$ cat src/sv/rau_pkg.sv
// ----------------------------------------------------------------------------
// rau_pkg
// Shared types and constants for the rational arithmetic unit.
// ----------------------------------------------------------------------------
package rau_pkg;

  localparam int WORD_WIDTH_DEF = 16;
  localparam int NUM_W = 34;
  localparam int DEN_W = 32;
  localparam int INT_W = 64;

  localparam logic [1:0] FUNC_ADD = 2'd0;
  localparam logic [1:0] FUNC_SUB = 2'd1;
  localparam logic [1:0] FUNC_MUL = 2'd2;
  localparam logic [1:0] FUNC_DIV = 2'd3;

  typedef struct packed {
    logic [1:0]         func;
    logic signed [15:0] a_num;
    logic [15:0]        a_den;
    logic signed [15:0] b_num;
    logic [15:0]        b_den;
  } in_t;

  typedef struct packed {
    logic signed [NUM_W-1:0] res_num;
    logic [DEN_W-1:0]        res_den;
    logic                    status;
  } out_t;

endpackage

$ cat src/sv/rau_divider.sv
// ----------------------------------------------------------------------------
// rau_divider
// Restoring radix-2 unsigned divider, one quotient bit per cycle.
// ----------------------------------------------------------------------------
module rau_divider (
  input  logic                       clk,
  input  logic                       rst,
  input  logic                       start,
  input  logic [rau_pkg::INT_W-1:0]  dividend,
  input  logic [rau_pkg::INT_W-1:0]  divisor,
  output logic                       done,
  output logic [rau_pkg::INT_W-1:0]  quotient,
  output logic [rau_pkg::INT_W-1:0]  remainder
);

  localparam int W = rau_pkg::INT_W;
  localparam int CW = $clog2(W + 1);

  logic          busy;
  logic [CW-1:0] count;
  logic [W-1:0]  dvs;
  logic [W:0]    trial;

  assign trial = {remainder, quotient[W-1]} - {1'b0, dvs};

  always_ff @(posedge clk) begin
    if (rst) begin
      busy <= 1'b0;
      done <= 1'b0;
      count <= '0;
    end else begin
      done <= 1'b0;
      if (start) begin
        busy <= 1'b1;
        count <= CW'(W);
        quotient <= dividend;
        remainder <= '0;
        dvs <= divisor;
      end else if (busy) begin
        if (!trial[W]) begin
          remainder <= trial[W-1:0];
          quotient <= {quotient[W-2:0], 1'b1};
        end else begin
          remainder <= {remainder[W-2:0], quotient[W-1]};
          quotient <= {quotient[W-2:0], 1'b0};
        end
        count <= count - 1'b1;
        if (count == CW'(1)) begin
          busy <= 1'b0;
          done <= 1'b1;
        end
      end
    end
  end

endmodule

$ cat src/sv/rational_arithmetic_unit_core.sv
// ----------------------------------------------------------------------------
// rational_arithmetic_unit_core
// Reduced rational add/sub/mul/div with Euclidean gcd on a shared divider.
// Mul/div form the product, then reduce it by the gcd of numerator and denominator;
//   add/sub first take the denominator gcd. Each gcd step is one divider pass.
//   A bad operand or divide by zero goes from idle straight to the result state.
// Throughput: one transaction at a time; in_stall is high until the result is taken.
// Reset: synchronous rst returns the sequencer to idle with no result held.
// ----------------------------------------------------------------------------
module rational_arithmetic_unit_core #(
  parameter int WORD_WIDTH = rau_pkg::WORD_WIDTH_DEF
) (
  input  logic           clk,
  input  logic           rst,
  input  logic           in_valid,
  output logic           in_stall,
  input  rau_pkg::in_t   in_data,
  output logic           out_valid,
  input  logic           out_stall,
  output rau_pkg::out_t  out_data
);

  localparam int W = rau_pkg::INT_W;

  localparam logic [3:0] S_IDLE  = 4'd0;
  localparam logic [3:0] S_G1    = 4'd1;
  localparam logic [3:0] S_FA    = 4'd2;
  localparam logic [3:0] S_FB    = 4'd3;
  localparam logic [3:0] S_MUL1  = 4'd4;
  localparam logic [3:0] S_MUL2  = 4'd5;
  localparam logic [3:0] S_COMB  = 4'd6;
  localparam logic [3:0] S_G2    = 4'd7;
  localparam logic [3:0] S_RN    = 4'd8;
  localparam logic [3:0] S_RD    = 4'd9;
  localparam logic [3:0] S_OUT   = 4'd10;
  localparam logic [3:0] S_WAIT  = 4'd11;
  localparam logic [3:0] S_CHK   = 4'd12;

  logic [3:0]   state, ret;
  logic [1:0]   op;
  logic         sa, sb, neg;
  logic [W-1:0] ma, mb, ad, bd, mag, den, gd, fa, fb, ta, tb, p, q;
  logic         dv_start, dv_done;
  logic [W-1:0] dv_a, dv_b, dv_q, dv_r;
  logic [WORD_WIDTH-1:0]   mul_a, mul_b;
  logic [2*WORD_WIDTH-1:0] mul_w;
  logic [W-1:0]            mul_p;

  logic [WORD_WIDTH-1:0] an_w, bn_w, ad_w, bd_w, an_m, bn_m;

  assign an_w = WORD_WIDTH'($unsigned(64'(signed'(in_data.a_num))));
  assign bn_w = WORD_WIDTH'($unsigned(64'(signed'(in_data.b_num))));
  assign ad_w = WORD_WIDTH'(in_data.a_den);
  assign bd_w = WORD_WIDTH'(in_data.b_den);
  assign an_m = an_w[WORD_WIDTH-1] ? (~an_w + 1'b1) : an_w;
  assign bn_m = bn_w[WORD_WIDTH-1] ? (~bn_w + 1'b1) : bn_w;

  rau_divider u_div (
    .clk(clk), .rst(rst), .start(dv_start), .dividend(dv_a), .divisor(dv_b),
    .done(dv_done), .quotient(dv_q), .remainder(dv_r)
  );

  assign mul_w = mul_a * mul_b;
  assign mul_p = W'(mul_w);
  assign in_stall = (state != S_IDLE);
  assign out_valid = (state == S_OUT);

  always_ff @(posedge clk) begin
    if (rst) begin
      state <= S_IDLE;
      dv_start <= 1'b0;
    end else begin
      dv_start <= 1'b0;
      unique case (state)
        S_IDLE: begin
          if (in_valid) begin
            op <= in_data.func;
            sa <= an_w[WORD_WIDTH-1];
            sb <= bn_w[WORD_WIDTH-1];
            ma <= W'(an_m);
            mb <= W'(bn_m);
            ad <= W'(ad_w);
            bd <= W'(bd_w);
            if (ad_w == '0 || bd_w == '0 ||
                (in_data.func == rau_pkg::FUNC_DIV && bn_m == '0)) begin
              out_data <= '{res_num: '0, res_den: '0, status: 1'b1};
              state <= S_OUT;
            end else if (in_data.func == rau_pkg::FUNC_ADD ||
                         in_data.func == rau_pkg::FUNC_SUB) begin
              p <= W'(ad_w);
              q <= W'(bd_w);
              state <= S_G1;
            end else begin
              state <= S_MUL1;
            end
          end
        end
        S_G1, S_G2: begin
          if (q == '0) begin
            if (state == S_G1) begin
              gd <= p;
              dv_a <= bd; dv_b <= p; dv_start <= 1'b1;
              state <= S_WAIT; ret <= S_FA;
            end else begin
              gd <= p;
              dv_a <= mag; dv_b <= p; dv_start <= 1'b1;
              state <= S_WAIT; ret <= S_RN;
            end
          end else begin
            dv_a <= p; dv_b <= q; dv_start <= 1'b1;
            ret <= state; state <= S_WAIT;
          end
        end
        S_WAIT: begin
          if (dv_done) begin
            unique case (ret)
              S_G1, S_G2: begin
                p <= q; q <= dv_r; state <= ret;
              end
              S_FA: begin
                fa <= dv_q;
                dv_a <= ad; dv_b <= gd; dv_start <= 1'b1;
                ret <= S_FB;
              end
              S_FB: begin
                fb <= dv_q; state <= S_MUL1;
              end
              S_RN: begin
                mag <= dv_q;
                dv_a <= den; dv_b <= gd; dv_start <= 1'b1;
                ret <= S_RD;
              end
              default: begin
                out_data <= '{
                  res_num: rau_pkg::NUM_W'(neg ? (~mag + 1'b1) : mag),
                  res_den: rau_pkg::DEN_W'(dv_q), status: 1'b0};
                state <= S_OUT;
              end
            endcase
          end
        end
        S_MUL1: begin
          ta <= mul_p; state <= S_MUL2;
        end
        S_MUL2: begin
          tb <= mul_p; state <= S_COMB;
        end
        S_COMB: begin
          unique case (op)
            rau_pkg::FUNC_ADD, rau_pkg::FUNC_SUB: begin
              den <= mul_p;
              if (sa == (sb ^ (op == rau_pkg::FUNC_SUB))) begin
                mag <= ta + tb; neg <= sa;
              end else if (ta >= tb) begin
                mag <= ta - tb; neg <= sa;
              end else begin
                mag <= tb - ta; neg <= ~sa;
              end
            end
            default: begin
              den <= tb; mag <= ta; neg <= sa ^ sb;
            end
          endcase
          state <= S_CHK;
        end
        S_CHK: begin
          if (den == '0) begin
            out_data <= '{res_num: '0, res_den: '0, status: 1'b1};
            state <= S_OUT;
          end else if (mag == '0) begin
            out_data <= '{res_num: '0, res_den: rau_pkg::DEN_W'(1), status: 1'b0};
            state <= S_OUT;
          end else begin
            p <= mag; q <= den; state <= S_G2;
          end
        end
        S_OUT: begin
          if (!out_stall) state <= S_IDLE;
        end
        default: state <= S_IDLE;
      endcase
    end
  end

  always_comb begin
    mul_a = '0;
    mul_b = '0;
    unique case (state)
      S_MUL1: begin
        unique case (op)
          rau_pkg::FUNC_ADD, rau_pkg::FUNC_SUB: begin
            mul_a = WORD_WIDTH'(fa); mul_b = WORD_WIDTH'(ma);
          end
          rau_pkg::FUNC_MUL: begin
            mul_a = WORD_WIDTH'(ma); mul_b = WORD_WIDTH'(mb);
          end
          default: begin
            mul_a = WORD_WIDTH'(ma); mul_b = WORD_WIDTH'(bd);
          end
        endcase
      end
      S_MUL2: begin
        unique case (op)
          rau_pkg::FUNC_ADD, rau_pkg::FUNC_SUB: begin
            mul_a = WORD_WIDTH'(fb); mul_b = WORD_WIDTH'(mb);
          end
          rau_pkg::FUNC_MUL: begin
            mul_a = WORD_WIDTH'(ad); mul_b = WORD_WIDTH'(bd);
          end
          default: begin
            mul_a = WORD_WIDTH'(ad); mul_b = WORD_WIDTH'(mb);
          end
        endcase
      end
      S_COMB: begin mul_a = WORD_WIDTH'(fb); mul_b = WORD_WIDTH'(bd); end
      default: begin mul_a = '0; mul_b = '0; end
    endcase
  end

endmodule

$ cat config.mk
export PLATFORM = sky130hd
export DESIGN_NAME = rational_arithmetic_unit_core
export DESIGN_NICKNAME = d
export VERILOG_FILES = /design/src/sv/rau_pkg.sv /design/src/sv/rau_divider.sv /design/src/sv/rational_arithmetic_unit_core.sv
export SDC_FILE = /design/constraint.sdc
export NUM_CORES = 2
export LEC_CHECK = 0
export BUFFER_PORTS_ARGS = -buffer_cell sky130_fd_sc_hd__buf_4
export CELL_PAD_IN_SITES_DETAIL_PLACEMENT = 0
export CELL_PAD_IN_SITES_GLOBAL_PLACEMENT = 2
export CORE_MARGIN = 2
export CORE_UTILIZATION = 40
export CTS_BUF_LIST = sky130_fd_sc_hd__clkbuf_16
export DETAILED_ROUTE_END_ITERATION = 10
export PLACE_DENSITY = 0.74
export SYNTH_ARGS = -nofsm -noshare
export SYNTH_HDL_FRONTEND = slang
export SYNTH_HIERARCHICAL = 1
export SYNTH_SLANG_ARGS = --single-unit
$ cat constraint.sdc
create_clock -name clk -period 19.63 [get_ports clk]
set_clock_uncertainty 0.2 [all_clocks]
set_input_delay 2.9445 -clock clk [delete_from_list [all_inputs] [get_ports clk]]
set_output_delay 2.9445 -clock clk [all_outputs]
set_load 0.03 [all_outputs]
Word level (Yosys, flattened, before mapping)

Index checks and enable logic that the tools add are counted.

Reduce and logical (&&, ||, !) cells: 40
Multiplexer cells: 79
Multiply operators: 1
Equal/unequal tests: 34
$add $sub $neg: 8
Bitwise logic cells: 8
Order comparisons: 1

Operators by type and width:

| operator                | count |
|---|---|
| $mux W64                | 29 |
| $pmux W64 S2            | 4 |
| $mux W67                | 6 |
| $pmux W64 S3            | 2 |
| $pmux W67 S3            | 1 |
| $logic_not A64 Y1       | 3 |
| $pmux W16 S3            | 2 |
| $sub A32 B32 Y33        | 2 |
| $sub A65 B64 Y65        | 1 |
| $mux W16                | 4 |
| $logic_not A16 Y1       | 3 |
| $mux W4                 | 9 |
| $add A34 B1 Y34 const B | 1 |
| $mux W34                | 1 |
| $not A34 Y34            | 1 |
| $add A32 B32 Y33        | 1 |
| $add A16 B1 Y16 const B | 2 |
| $ge A32 B32 Y1          | 1 |
| $mul A16 B16 Y32        | 1 |
| $mux W32                | 1 |
| $not A16 Y16            | 2 |
| $pmux W16 S2            | 1 |
| $pmux W4 S8             | 1 |
| $reduce_and A4 Y1       | 6 |
| other kinds (35)        | 86 |

Output and inout port bits: 69
Bits in registers: 858
Word-level logic and storage cells: 204
Input port bits: 70

Longest topological paths before layout

Depth in word-level cells: 9
Mapped depth: 33
Depth with buffers taken out: 30

Hierarchy

The synthesis kept the hierarchy.

By module, submodules not included:

| module                        | cells each | instances | seq. area each (um^2) | area an instance (um^2) |
|---|---|---|---|---|
| rational_arithmetic_unit_core | 3847       | 1         | 19678.9               | 41404.7 |
| rau_divider                   | 1182       | 1         | 5945.7                | 12210.5 |

Worst setup path before layout

No wires, ideal clock.

Kind: input to register
From: in rst
To: reg dv_a[0], enable pin
Setup time: 0.667 ns
Data required time: 18.763 ns
Setup slack: 9.248 ns
Data arrival time: 9.515 ns
Buffers on the path: 1
Stages: 2
Cell sequence: clkbuf_1 a21oi_1

Longest elaborated chain between the ends: 2

Ends and longest elaborated chain:

| item                        | RTL line                             | text |
|---|---|---|
| from (decl)                 | rational_arithmetic_unit_core.sv:14  | `input logic rst,` |
| $not A1 Y1 (no line)        | --                                   |  |
| $reduce_and A4 Y1 (no line) | --                                   |  |
| to (signal assigned)        | rational_arithmetic_unit_core.sv:102 | `dv_a <= bd; dv_b <= p; dv_start <= 1'b1;` |
| to (signal assigned)        | rational_arithmetic_unit_core.sv:106 | `dv_a <= mag; dv_b <= p; dv_start <= 1'b1;` |
| to (signal assigned)        | rational_arithmetic_unit_core.sv:110 | `dv_a <= p; dv_b <= q; dv_start <= 1'b1;` |
| to (decl)                   | rational_arithmetic_unit_core.sv:44  | `logic [W-1:0] dv_a, dv_b, dv_q, dv_r;` |

Every way passes these cells.
A chain may end at the register's enable or synchronous reset.

Worst setup path in the final report

From: reg state[3]
To: reg den[30] (data pin)

Longest elaborated chain between the ends: 4
Elaborated cells between the ends (all ways): 7
Those cells by class: mul (1); eq/ne (3); mux (3)

Ends and longest elaborated chain:

| item                   | RTL line                             | text |
|---|---|---|
| from (decl)            | rational_arithmetic_unit_core.sv:39  | `logic [3:0] state, ret;` |
| from (signal assigned) | rational_arithmetic_unit_core.sv:118 | `p <= q; q <= dv_r; state <= ret;` |
| $eq A4 B3 Y1           | rational_arithmetic_unit_core.sv:188 | `unique case (state)` |
| $pmux W16 S3           | rational_arithmetic_unit_core.sv:188 |  |
| $mul A16 B16 Y32 (*)   | rational_arithmetic_unit_core.sv:63  | `assign mul_w = mul_a * mul_b;` |
| via mul_w[30]          | rational_arithmetic_unit_core.sv:46  | `logic [2*WORD_WIDTH-1:0] mul_w;` |
| $mux W32 (*)           | rational_arithmetic_unit_core.sv:149 | `unique case (op)` |
| to (signal assigned)   | rational_arithmetic_unit_core.sv:151 | `den <= mul_p;` |
| to (signal assigned)   | rational_arithmetic_unit_core.sv:161 | `den <= tb; mag <= ta; neg <= sa ^ sb;` |
| to (decl)              | rational_arithmetic_unit_core.sv:42  | `logic [W-1:0] ma, mb, ad, bd, mag, den, gd, fa, fb, ta, tb, p, q;` |

The timed path passes the listed nets; every way through them passes the cells marked *.

==> flow_summary.toml <==
[place]
place.gp.congestion = 0.8819
pre_cts_ws_ns = 10.08
placed_area_um2 = 56700
detailed_place_hpwl_um = 137700
port_buffers = 138

[cts]
tritoncts = "built"
cts_buffers = 97
cts-root-buf = "clkbuf_16"
clock-sinks = 858
clk_pin_slew_worst_paths_ns = 0.06
clockBufferDepth = 3
cts_setup_buffers = 0
htree_levels = 3
ctsResizeCount = 0
clk_latency_ns = 0.73
cts_hold_buf = 0

[timing]
fin_crit_sh_pct = 49.01
fmax_mhz = 103.9
hold_viol_final = 0
setup_viol = 0
fin_ws_ns = 10.01
maxSlewViolCount = 0
fin_crit_ns = 9.621
maxSlewHeadroom_pct = 5.097
fin_setup_tns_ns = 0
worst_pin_slew_ns = 1.424
rsz0062_at_grt = "no"

[global_route]
antenna_found_initial = 10
grt_pass1_vias = 39640
overflow = 0
gr-usage-all-layers_pct = 27.11
grt_pass1_wl_um = 273400
grt_max_degree = 168

[floorplan]
die_y_um = 370.1
die-area_um2 = 137000
core_area_um2 = 133300
ios = 139
rows = 134
die_x_um = 370.1
start_util_pct = 40.22

[worst_setup_path]
crit_type = "reg -> reg"
critical_path.slowest_cell = "o21ai_0"
slowest_delay_ns = 0.68
rrSetupSlack_ns = 10.01
crit_path_end_kind = "register"
worst-path-max-fanout = 31
cp.required_ns = 19.88
crit_path_start_kind = "register"
worstPathArrival_ns = 9.88
timing.critical_path.mode_cell = "fa_1"

[yosys]
synth_top_flop_cell = "edfxtp_1"
yosys_warnings = 6
synth_top_cell_by_area = "edfxtp_1"
ys_ff_latch = 858
ys_seq_area_share_pct = 47.79
ys_types = 85
syn_nets = 5566
syn_area_um2 = 53620
synth_top_area_share_pct = 47.27
ys_async_sr_fraction_pct = 0
synth_area_leaders = "edfxtp_1 (47%), fa_1 (7.4%), ha_1 (6.3%), nand2_1 (3.7%), a21oi_1 (3.5%)"
avgSynthCellArea_um2 = 10.66
synth-edff-count = 844
synth_cells = 5029

[power_and_ir_drop]
fin_total_pwr_uw = 6828
leakagePower_uw = 0.02312
p_per_area_nw_per_um2 = 114.1
peakVddDrop_uv = 71.30

[final_layout]
nNetsFinal = 5620
layout_commonest_cell = "edfxtp_1"
layout_common_cells = "edfxtp_1 (844), nand2_1 (535), inv_1 (483)"
fin_area_um2 = 59860
fill_cells = 12630
layout-drive-gt1-share_pct = 10.15
syn_to_final_growth_pct = 11.65
final_util_pct = 44.91

[route]
vias = 39960
routedWlPerCell_um = 27.02
ant_nets = 0
drt-initial-drc-count = 4021
finalWirelength_um = 187300
drt-pass1-iter-count = 7
viasPerCell = 5.764
route.detailed.drc = 0

[worst_hold_path]
hold_class = "reg -> reg"

[outcome]
status = "finished clean"

[job]
cap_violations = 0
routing by layer:
layer  track usage (%)  share of wire [%]  routed length, um
met1             38.32                 44              82920
met2             44.03                 47              88640
met3             3.226                5.7              10610
met4             7.356                2.7               5126
met5                 0             0.0059                 11
layout make-up:
class | instances | area (um^2) | area share [%]
Multi-Input combinational cell | 3439 | 25430 | 42.48
Sequential cell | 858 | 25630 | 42.81
Clock buffer | 99 | 2477 | 4.139
Timing Repair Buffer | 221 | 1684 | 2.813
Antenna cell | 1 | 2.502 | 0.004180
Inverter | 466 | 1749 | 2.922
Clock inverter | 81 | 678.2 | 1.133
Tap cell | 1768 | 2212 | 3.695
Yosys cell counts, types with 33 or more instances:
cell	number
o21ai_0	317
o31ai_1	33
clkbuf_1	236
o21a_1	39
a22oi_1	57
mux2i_1	74
o21bai_1	44
nor3_1	45
inv_1	466
mux2_2	97
o211ai_1	39
a22o_1	108
nand4_1	48
fa_1	198
and2_1	90
nor2_1	298
xnor2_1	110
ha_1	269
nand3_1	81
xor2_1	66
edfxtp_1	844
a21o_1	56
nor4_1	59
a211oi_1	41
nand2_1	535
a21oi_1	376
flip-flops by register name (all words and copies together) (netlist names), 32 cells and up:
| register | count |
|---|---|
| dv_b | 64 |
| tb | 32 |
| u_div/dvs | 64 |
| gd | 64 |
| dv_a | 64 |
| u_div/remainder | 64 |
| den | 32 |
| mag | 64 |
| ta | 32 |
| out_data | 67 |
| u_div/quotient | 64 |
| p | 64 |
| q | 64 |
worst max-delay path, delay by kind of cell (launching register included):
family | cells | cell delay (ns)
AO/OA/AOI/OAI | 10 | 3.20
multiplexers | 1 | 0.26
AND/OR/NAND/NOR | 4 | 1.31
buffers and inverters | 5 | 0.25
flip-flops | 1 | 0.43
adder cells (fa/ha/maj) | 7 | 3.51
XOR/XNOR | 1 | 0.16
cells by family (layout without fill, tap and decap cells):
logic type / Yosys count / after routing / synth area share [%]
buf+inv: 732 / 867 / 5.183
other cells: 0 / 1 / 0
mux: 171 / 171 / 3.419
flops: 858 / 858 / 47.79
simple gates: 1335 / 1335 / 11.62
fa+ha+maj: 467 / 467 / 13.67
xor+xnor: 176 / 176 / 2.875
compound gates: 1290 / 1290 / 15.44
per-stage QoR:
step,instances,hold WS [ns]
final,6933,0.2174
after global routing,6932,0.2139
after CTS,6932,0.2115
after detailed placement,6752,0.2045
after global placement,6752,0.2006
after floorplan,5029,0.2003
where the power goes:
| part | switching, uW | internal, uW |
|---|---|---|
| sequential | 248 | 2460 |
| combinational | 1550 | 753 |
| clock | 795 | 1020 |
| total | 2590 | 4240 |
path summary, 6_finish.rpt:
path              cells past startpoint  startpoint            end
setup reg to reg                     28    state[3]        den[30]
hold / removal                        0    dv_b[30]  u_div/dvs[30]
hold reg to reg                       0    dv_b[30]  u_div/dvs[30]
setup / recovery                     28    state[3]        den[30]
(Power assumes the default switching activity.)
